===== src/qcit_pkg.sv =====
// shared types and constants for the quorum commit index tracker
`timescale 1ns / 1ps

package qcit_pkg;

    // width of a log index
    localparam int IDX_W = 63;

    // width of slot counts, ranks and hit tallies (covers up to 63 slots)
    localparam int CNT_W = 6;

    // configuration register indexes
    localparam logic REG_FOLLOWER_COUNT = 1'b0;
    localparam logic REG_QUORUM_SIZE    = 1'b1;

    // per-cell control from the sequencer
    typedef struct packed {
        logic shift;
        logic wr_en;
    } cell_ctrl_t;

endpackage


===== src/qcit_cell.sv =====
// one slot of the match table ring: holds a match index and its home slot tag
`timescale 1ns / 1ps

module qcit_cell #(
    parameter int TAG_W = 3,
    parameter int POS   = 0
) (
    input  logic                        clk,
    input  logic                        rst_n,
    input  qcit_pkg::cell_ctrl_t        ctrl,
    input  logic [qcit_pkg::IDX_W-1:0]  wr_value,
    input  logic [qcit_pkg::IDX_W-1:0]  nb_value,
    input  logic [TAG_W-1:0]            nb_tag,
    input  logic [qcit_pkg::IDX_W-1:0]  probe_value,
    input  logic [TAG_W-1:0]            probe_tag,
    input  logic [qcit_pkg::CNT_W-1:0]  n_active,
    output logic [qcit_pkg::IDX_W-1:0]  value,
    output logic [TAG_W-1:0]            tag,
    output logic                        hit
);

    logic [qcit_pkg::IDX_W-1:0] value_reg;
    logic [TAG_W-1:0]           tag_reg;
    logic                       active;

    always_ff @(posedge clk or negedge rst_n)
    begin
        if (!rst_n)
        begin
            value_reg <= '0;
            tag_reg   <= TAG_W'(POS);
        end
        else if (ctrl.shift)
        begin
            value_reg <= nb_value;
            tag_reg   <= nb_tag;
        end
        else if (ctrl.wr_en)
        begin
            value_reg <= wr_value;
        end
    end

    // ranks below the probe: smaller value, or equal value from a lower slot
    always_comb
    begin
        active = qcit_pkg::CNT_W'(tag_reg) < n_active;
        hit    = active && ((value_reg < probe_value) ||
                            ((value_reg == probe_value) && (tag_reg < probe_tag)));
    end

    assign value = value_reg;
    assign tag   = tag_reg;

endmodule


===== src/quorum_commit_index_tracker.sv =====
// top level of the quorum commit index tracker: handshakes, sequencer and cell ring
`timescale 1ns / 1ps

// channel   direction  tdata fields (lowest bit first)
// s_axis    in         follower[2:0], match_index[65:3], journal_commit_index[128:66]
// m_axis    out        commit_index[62:0], commit_written[63], lagging[64], rejected[65]
// cfg       in         cfg_index 0 follower_count, 1 quorum_size, data in cfg_data[3:0]
//
// an item goes from accept through the slot check and, when the commit candidate is
// recomputed, a rank walk rotating the ring over all cells and the decision, to output
// one item is in flight at a time; a new request is taken once the result is in
// the output register, which holds it while m_axis_tready is low
// reset clears the table, commit index, lagging flag and registers at once; quorum size resets to 1

module quorum_commit_index_tracker #(
    parameter int MAX_FOLLOWERS = 8
) (
    input  logic         clk,
    input  logic         rst_n,
    input  logic         s_axis_tvalid,
    output logic         s_axis_tready,
    input  logic [135:0] s_axis_tdata,   // follower, match_index, journal_commit_index
    output logic         m_axis_tvalid,
    input  logic         m_axis_tready,
    output logic [71:0]  m_axis_tdata,   // commit_index, commit_written, lagging, rejected
    input  logic         cfg_we,
    input  logic         cfg_index,
    input  logic [3:0]   cfg_data
);

    localparam int TAG_W = (MAX_FOLLOWERS > 1) ? $clog2(MAX_FOLLOWERS) : 1;
    localparam int IW    = qcit_pkg::IDX_W;
    localparam int CW    = qcit_pkg::CNT_W;

    typedef enum logic [2:0] {
        S_IDLE,
        S_CHECK,
        S_RANK,
        S_DECIDE,
        S_OUT
    } state_t;

    state_t            state_reg;
    logic [2:0]        slot_reg;
    logic [IW-1:0]     newv_reg;
    logic [IW-1:0]     jci_reg;
    logic [TAG_W-1:0]  step_reg;
    logic [IW-1:0]     cand_reg;
    logic [IW-1:0]     commit_reg;
    logic              lagging_reg;
    logic              written_reg;
    logic              rejected_reg;
    logic [3:0]        fc_reg;
    logic [3:0]        qs_reg;
    logic              out_valid_reg;
    logic [IW-1:0]     out_commit_reg;
    logic              out_written_reg;
    logic              out_lagging_reg;
    logic              out_rejected_reg;

    logic [IW-1:0]     val_w [MAX_FOLLOWERS];
    logic [TAG_W-1:0]  tag_w [MAX_FOLLOWERS];
    logic [MAX_FOLLOWERS-1:0] hit_w;
    qcit_pkg::cell_ctrl_t ctrl_w [MAX_FOLLOWERS];

    logic [CW-1:0]     n_act;
    logic [CW-1:0]     q_ext;
    logic [CW-1:0]     k_rank;
    logic [CW-1:0]     hit_cnt;
    logic              slot_ok;
    logic [IW-1:0]     old_value;
    logic              is_reject;
    logic              do_write;
    logic              probe_active;
    logic              out_free;

    always_comb
    begin
        n_act = (CW'(fc_reg) > CW'(MAX_FOLLOWERS)) ? CW'(MAX_FOLLOWERS) : CW'(fc_reg);
        q_ext = CW'(qs_reg);
        // quorum of 0 or 1 takes the largest active entry
        if (q_ext > n_act + CW'(1))
            k_rank = '0;
        else if (q_ext < CW'(2))
            k_rank = n_act - CW'(1);
        else
            k_rank = n_act + CW'(1) - q_ext;

        slot_ok   = CW'(slot_reg) < CW'(MAX_FOLLOWERS);
        old_value = '0;
        for (int p = 0; p < MAX_FOLLOWERS; p++)
        begin
            if (CW'(p) == CW'(slot_reg))
                old_value = val_w[p];
        end
        is_reject = newv_reg < old_value;
        do_write  = (state_reg == S_CHECK) && slot_ok && !is_reject;

        hit_cnt = '0;
        for (int p = 0; p < MAX_FOLLOWERS; p++)
        begin
            hit_cnt = hit_cnt + CW'(hit_w[p]);
        end
        probe_active = CW'(tag_w[0]) < n_act;
        out_free     = !out_valid_reg || m_axis_tready;
    end

    // ring: each cell takes its upper neighbor, cell 0 is the probe head
    for (genvar p = 0; p < MAX_FOLLOWERS; p++)
    begin : g_cell
        localparam int NB = (p + 1) % MAX_FOLLOWERS;

        assign ctrl_w[p].shift = (state_reg == S_RANK);
        assign ctrl_w[p].wr_en = do_write && (CW'(p) == CW'(slot_reg));

        qcit_cell #(
            .TAG_W (TAG_W),
            .POS   (p)
        ) u_cell (
            .clk         (clk),
            .rst_n       (rst_n),
            .ctrl        (ctrl_w[p]),
            .wr_value    (newv_reg),
            .nb_value    (val_w[NB]),
            .nb_tag      (tag_w[NB]),
            .probe_value (val_w[0]),
            .probe_tag   (tag_w[0]),
            .n_active    (n_act),
            .value       (val_w[p]),
            .tag         (tag_w[p]),
            .hit         (hit_w[p])
        );
    end

    always_ff @(posedge clk or negedge rst_n)
    begin
        if (!rst_n)
        begin
            state_reg        <= S_IDLE;
            slot_reg         <= '0;
            newv_reg         <= '0;
            jci_reg          <= '0;
            step_reg         <= '0;
            cand_reg         <= '0;
            commit_reg       <= '0;
            lagging_reg      <= 1'b0;
            written_reg      <= 1'b0;
            rejected_reg     <= 1'b0;
            fc_reg           <= 4'd0;
            qs_reg           <= 4'd1;
            out_valid_reg    <= 1'b0;
            out_commit_reg   <= '0;
            out_written_reg  <= 1'b0;
            out_lagging_reg  <= 1'b0;
            out_rejected_reg <= 1'b0;
        end
        else
        begin
            if (cfg_we)
            begin
                case (cfg_index)
                    qcit_pkg::REG_FOLLOWER_COUNT: fc_reg <= cfg_data;
                    qcit_pkg::REG_QUORUM_SIZE:    qs_reg <= cfg_data;
                    default:                      ;
                endcase
            end

            // the output stage reloads the register itself when it fires
            if (out_valid_reg && m_axis_tready && (state_reg != S_OUT))
                out_valid_reg <= 1'b0;

            case (state_reg)
                S_IDLE:
                begin
                    if (s_axis_tvalid)
                    begin
                        slot_reg     <= s_axis_tdata[2:0];
                        newv_reg     <= s_axis_tdata[65:3];
                        jci_reg      <= s_axis_tdata[128:66];
                        written_reg  <= 1'b0;
                        rejected_reg <= 1'b0;
                        state_reg    <= S_CHECK;
                    end
                end
                S_CHECK:
                begin
                    if (!slot_ok)
                        state_reg <= S_OUT;
                    else if (is_reject)
                    begin
                        rejected_reg <= 1'b1;
                        state_reg    <= S_OUT;
                    end
                    else if ((newv_reg > commit_reg) && (n_act != '0))
                    begin
                        step_reg  <= '0;
                        state_reg <= S_RANK;
                    end
                    else
                        state_reg <= S_OUT;
                end
                S_RANK:
                begin
                    // exactly one active entry has the wanted rank
                    if (probe_active && (hit_cnt == k_rank))
                        cand_reg <= val_w[0];
                    step_reg <= step_reg + TAG_W'(1);
                    if (step_reg == TAG_W'(MAX_FOLLOWERS - 1))
                        state_reg <= S_DECIDE;
                end
                S_DECIDE:
                begin
                    if (cand_reg < jci_reg)
                        lagging_reg <= 1'b1;
                    else
                    begin
                        lagging_reg <= 1'b0;
                        commit_reg  <= cand_reg;
                        written_reg <= 1'b1;
                    end
                    state_reg <= S_OUT;
                end
                S_OUT:
                begin
                    if (out_free)
                    begin
                        out_valid_reg    <= 1'b1;
                        out_commit_reg   <= commit_reg;
                        out_written_reg  <= written_reg;
                        out_lagging_reg  <= lagging_reg;
                        out_rejected_reg <= rejected_reg;
                        state_reg        <= S_IDLE;
                    end
                end
                default:
                    state_reg <= S_IDLE;
            endcase
        end
    end

    assign s_axis_tready = (state_reg == S_IDLE);
    assign m_axis_tvalid = out_valid_reg;
    assign m_axis_tdata  = {6'd0, out_rejected_reg, out_lagging_reg, out_written_reg,
                            out_commit_reg};

    // a rejected request never pushes a commit index
    assert property (@(posedge clk) disable iff (!rst_n)
        m_axis_tvalid |-> !(out_rejected_reg && out_written_reg))
        else $error("rejected and written in the same result");

    // a pushed commit index always clears the lagging flag
    assert property (@(posedge clk) disable iff (!rst_n)
        (m_axis_tvalid && out_written_reg) |-> !out_lagging_reg)
        else $error("written result still lagging");

    // the ring is back at its home position whenever a request can be taken
    assert property (@(posedge clk) disable iff (!rst_n)
        (state_reg == S_IDLE) |-> (tag_w[0] == '0))
        else $error("cell ring not at home position while idle");

    // a rank walk always ends in the commit decision
    assert property (@(posedge clk) disable iff (!rst_n)
        ((state_reg == S_RANK) && (step_reg == TAG_W'(MAX_FOLLOWERS - 1)))
            |=> (state_reg == S_DECIDE))
        else $error("rank walk did not end in decision");

endmodule

===== config.mk =====
export PLATFORM = sky130hd
export DESIGN_NAME = quorum_commit_index_tracker
export DESIGN_NICKNAME = d
export VERILOG_FILES = /design/src/qcit_pkg.sv /design/src/qcit_cell.sv /design/src/quorum_commit_index_tracker.sv
export SDC_FILE = /design/constraint.sdc
export NUM_CORES = 2
export LEC_CHECK = 0
export BUFFER_PORTS_ARGS = -buffer_cell sky130_fd_sc_hd__buf_2
export CAP_MARGIN = 40
export CORE_MARGIN = 3
export CORE_UTILIZATION = 50
export CTS_BUF_LIST = sky130_fd_sc_hd__clkbuf_2
export DETAILED_ROUTE_END_ITERATION = 16
export PLACE_DENSITY = 0.72
export SYNTH_ARGS = -nofsm -noshare
export SYNTH_HDL_FRONTEND = slang
export SYNTH_SLANG_ARGS = --single-unit
export TNS_END_PERCENT = 100

===== constraint.sdc =====
create_clock -name clk -period 13.6 [get_ports clk]
set_clock_uncertainty 0.2 [all_clocks]
set_input_delay 2.04 -clock clk [delete_from_list [all_inputs] [get_ports clk]]
set_output_delay 2.04 -clock clk [all_outputs]
set_load 0.005 [all_outputs]

==> out/results.ini <==
[synth]
syn_area_mm2 = 0.0545
ys.flop_type = dfrtp_1
yosysTopAreaCell = dfrtp_1
synthTopCellsByCount = a21oi_1 (995), dfrtp_1 (854), nand2_1 (846)
ys_async_sr_fraction_pct = 100
synth_seq_cells = 867
synth_top_cell_area_share_pct = 39.2
avgSynthCellArea_um2 = 9.06
ys_types = 74
synth_area_leaders = dfrtp_1 (39%), ha_1 (15%), a21oi_1 (9.1%)
synth_edf_count = 0
yosysMostFrequentCell = a21oi_1
postSynthCellCount = 6016
synth.yosys.warnings = 0
ys_seq_area_share_pct = 39.8

[power]
p_total_mw = 15.3
ir_worst_vdd_v = 0.000202
p_leak_nw = 29.3
powerDensity_mw_per_mm2 = 260

[place]
routabilityCongestion = 1.01
port_buffers = 206
placed_cells = 7369
hpwl_um = 131000
dp_slack_ns = 5.92
placed_cell_area_mm2 = 0.0569

[detailed_routing]
drtPass1Iterations = 8
routed_via_density = 6.25
wl_per_cell_um = 24.1
dr.first_iter.drc_count = 5593
via_count = 48600
ant_nets = 0
drc_errors = 0
routed_wl_um = 188000

[timing]
max_freq_mhz = 123
finalCriticalPeriod_ns = 8.10
setup_slack_ns = 5.50
drv_slew = 0
whs_ns = 0.203
setup_tns_ns = 0
rsz0062_at_grt = no
hold_viol = 0
max-slew-margin-rel_pct = 28.6
worst_slew_pin_slew_ns = 1.07
finalCritPeriodShare_pct = 59.6
setup_viol = 0

[final_layout]
fillers = 9782
layout.cells.non_filler = 7768
synthToLayoutAreaGrowth_pct = 8.09
nets = 7019
final_area_mm2 = 0.0589
fin_util_pct = 54.7
layout-drive-gt1-share_pct = 14.0
largest_reg_flops = 504

[setup_path]
path_common_cell = a21oi_1
reg2reg_depth = 17
slowest_delay_ns = 0.84
regToRegStartpoint = slot_reg[0]
cpMaxStageDelayCell = dfrtp_4
worst_r2r_endpoint = g_cell[4].u_cell.value[17]
worst-path-stages = 17
cp.arrival_ns = 9.30
cp-end-kind = flop
crit_start = slot_reg[0]
cp_top_family = compound AO/OA/AOI/OAI gates
r2r_slack_ns = 5.50
crit_type = flop to flop
worst-path-buf-inv = 3
critPathCapture = g_cell[4].u_cell.value[17]
worstPathRequired_ns = 14.80
cp_max_fo = 66
critPathLaunchType = flop
crit_chain = inv_2 -> nor2_2 -> buf_4 -> a21oi_1 -> o221ai_1 -> o21a_1 -> a21oi_1 -> ha_1 -> a21oi_1 -> o21ai_0 -> a221oi_1 -> o211ai_1 -> o2111ai_2 -> and2_1 -> o41a_2 -> buf_4 -> o21ai_0

[grt]
first_global_vias = 47200
grt_overflow = 0
track_usage_pct = 33.0
grt_max_degree = 195
antenna_found_initial = 3
grt_pass1_wl_um = 286000

[clock_network]
cts_setup_buffers = 0
cts_tree = yes
clock_path_buffers = 3
insertion_delay_ns = 1.67
cts_resized = 0
cts_htree_levels = 4
path_clk_slew_ns = 0.10
numCtsBuffers = 225
clockRootBuffer = clkbuf_2
cts_sinks = 867
hold_buffers = 0

[status]
run_status = finished clean

[die]
dieArea_mm2 = 0.113
dieHeight_um = 336
start_util_pct = 50.6
io_pins = 220
core_area_mm2 = 0.108
die_x_um = 336
rows = 120

[run]
drv_cap = 0

[hold_path]
hold_path_class = flop to flop

layer usage:
layer,up-vias,share of wire (%),GRT usage [%]
li1,22000,-,-
met4,2,6.3,19.3
met5,-,0.0048,0
met3,605,10,7.48
met2,2562,43,49.7
met1,23400,40,43.5
cell type report:
cell class	instances	area (µm²)	share of cell area, %
multi-input cells	4566	30600	51.9
flip-flops and latches	867	21700	36.9
repair buffers	295	1980	3.35
well taps	1403	1760	2.98
clock buffers	341	1710	2.90
inverters	239	897	1.52
clock inverters	52	277	0.469
diodes	5	12.5	0.0212
worst min-delay path by stage:
stage,start,endpoint,slack (ns),cells past startpoint
detailed placement,out_commit_reg[58],out_commit_reg[58],0.27,2
global route,rst_n,qs_reg[3],0.19,1
finish,g_cell[6].u_cell.tag[2],g_cell[5].u_cell.tag[2],0.20,2
global placement,out_commit_reg[11],out_commit_reg[11],0.26,2
floorplan,written_reg,written_reg,0.25,1
CTS,rst_n,g_cell[1].u_cell.value[11],0.11,1
power by group:
part / switching, mW / total, mW / internal (mW)
Sequential: 1.51 / 5.06 / 3.55
Clock: 1.17 / 1.85 / 0.677
Combinational: 4.98 / 8.39 / 3.40
Total: 7.67 / 15.3 / 7.63
cells by family after synthesis:
kind of cell	Yosys count	synth area share [%]
fa+ha+maj	679	15.6
buf+inv	588	4.31
xor+xnor	5	0.0803
other cells	1	0.00688
flops	867	39.8
mux	253	6.06
simple gates	1682	13.5
compound gates	1941	20.6
placed cells by master, fill, tap and decap left out, types with 34 or more instances in the layout:
master,Yosys,final
o21ai_0,392,392
mux2i_1,67,67
a21o_1,181,181
clkinv_1,0,34
nand2_1,846,840
dfrtp_1,854,851
buf_2,56,207
and3_1,45,45
nor2b_1,45,42
ha_1,675,675
a221o_1,42,42
buf_4,12,70
a22oi_1,36,36
o21ai_1,64,64
clkbuf_2,0,342
and2_1,66,63
mux2_2,138,138
mux4_2,48,48
o221ai_1,36,36
nand4_1,120,120
o211ai_1,43,43
inv_1,238,238
nand3_1,46,45
o21a_1,47,47
a21oi_1,995,995
nor2_1,398,397
worst reg2reg max path, stage by stage (launching register included):
cell and delay [ns]:
dfrtp_4 0.84, inv_2 0.51, nor2_2 0.78, buf_4 0.56, a21oi_1 0.17, o221ai_1 0.18, o21a_1 0.14, a21oi_1 0.04
ha_1 0.35, a21oi_1 0.14, o21ai_0 0.12, a221oi_1 0.70, o211ai_1 0.39, o2111ai_2 0.43, and2_1 0.49, o41a_2 0.68
buf_4 0.86, o21ai_0 0.27
Note: power is estimated with default switching activity, not from simulation.
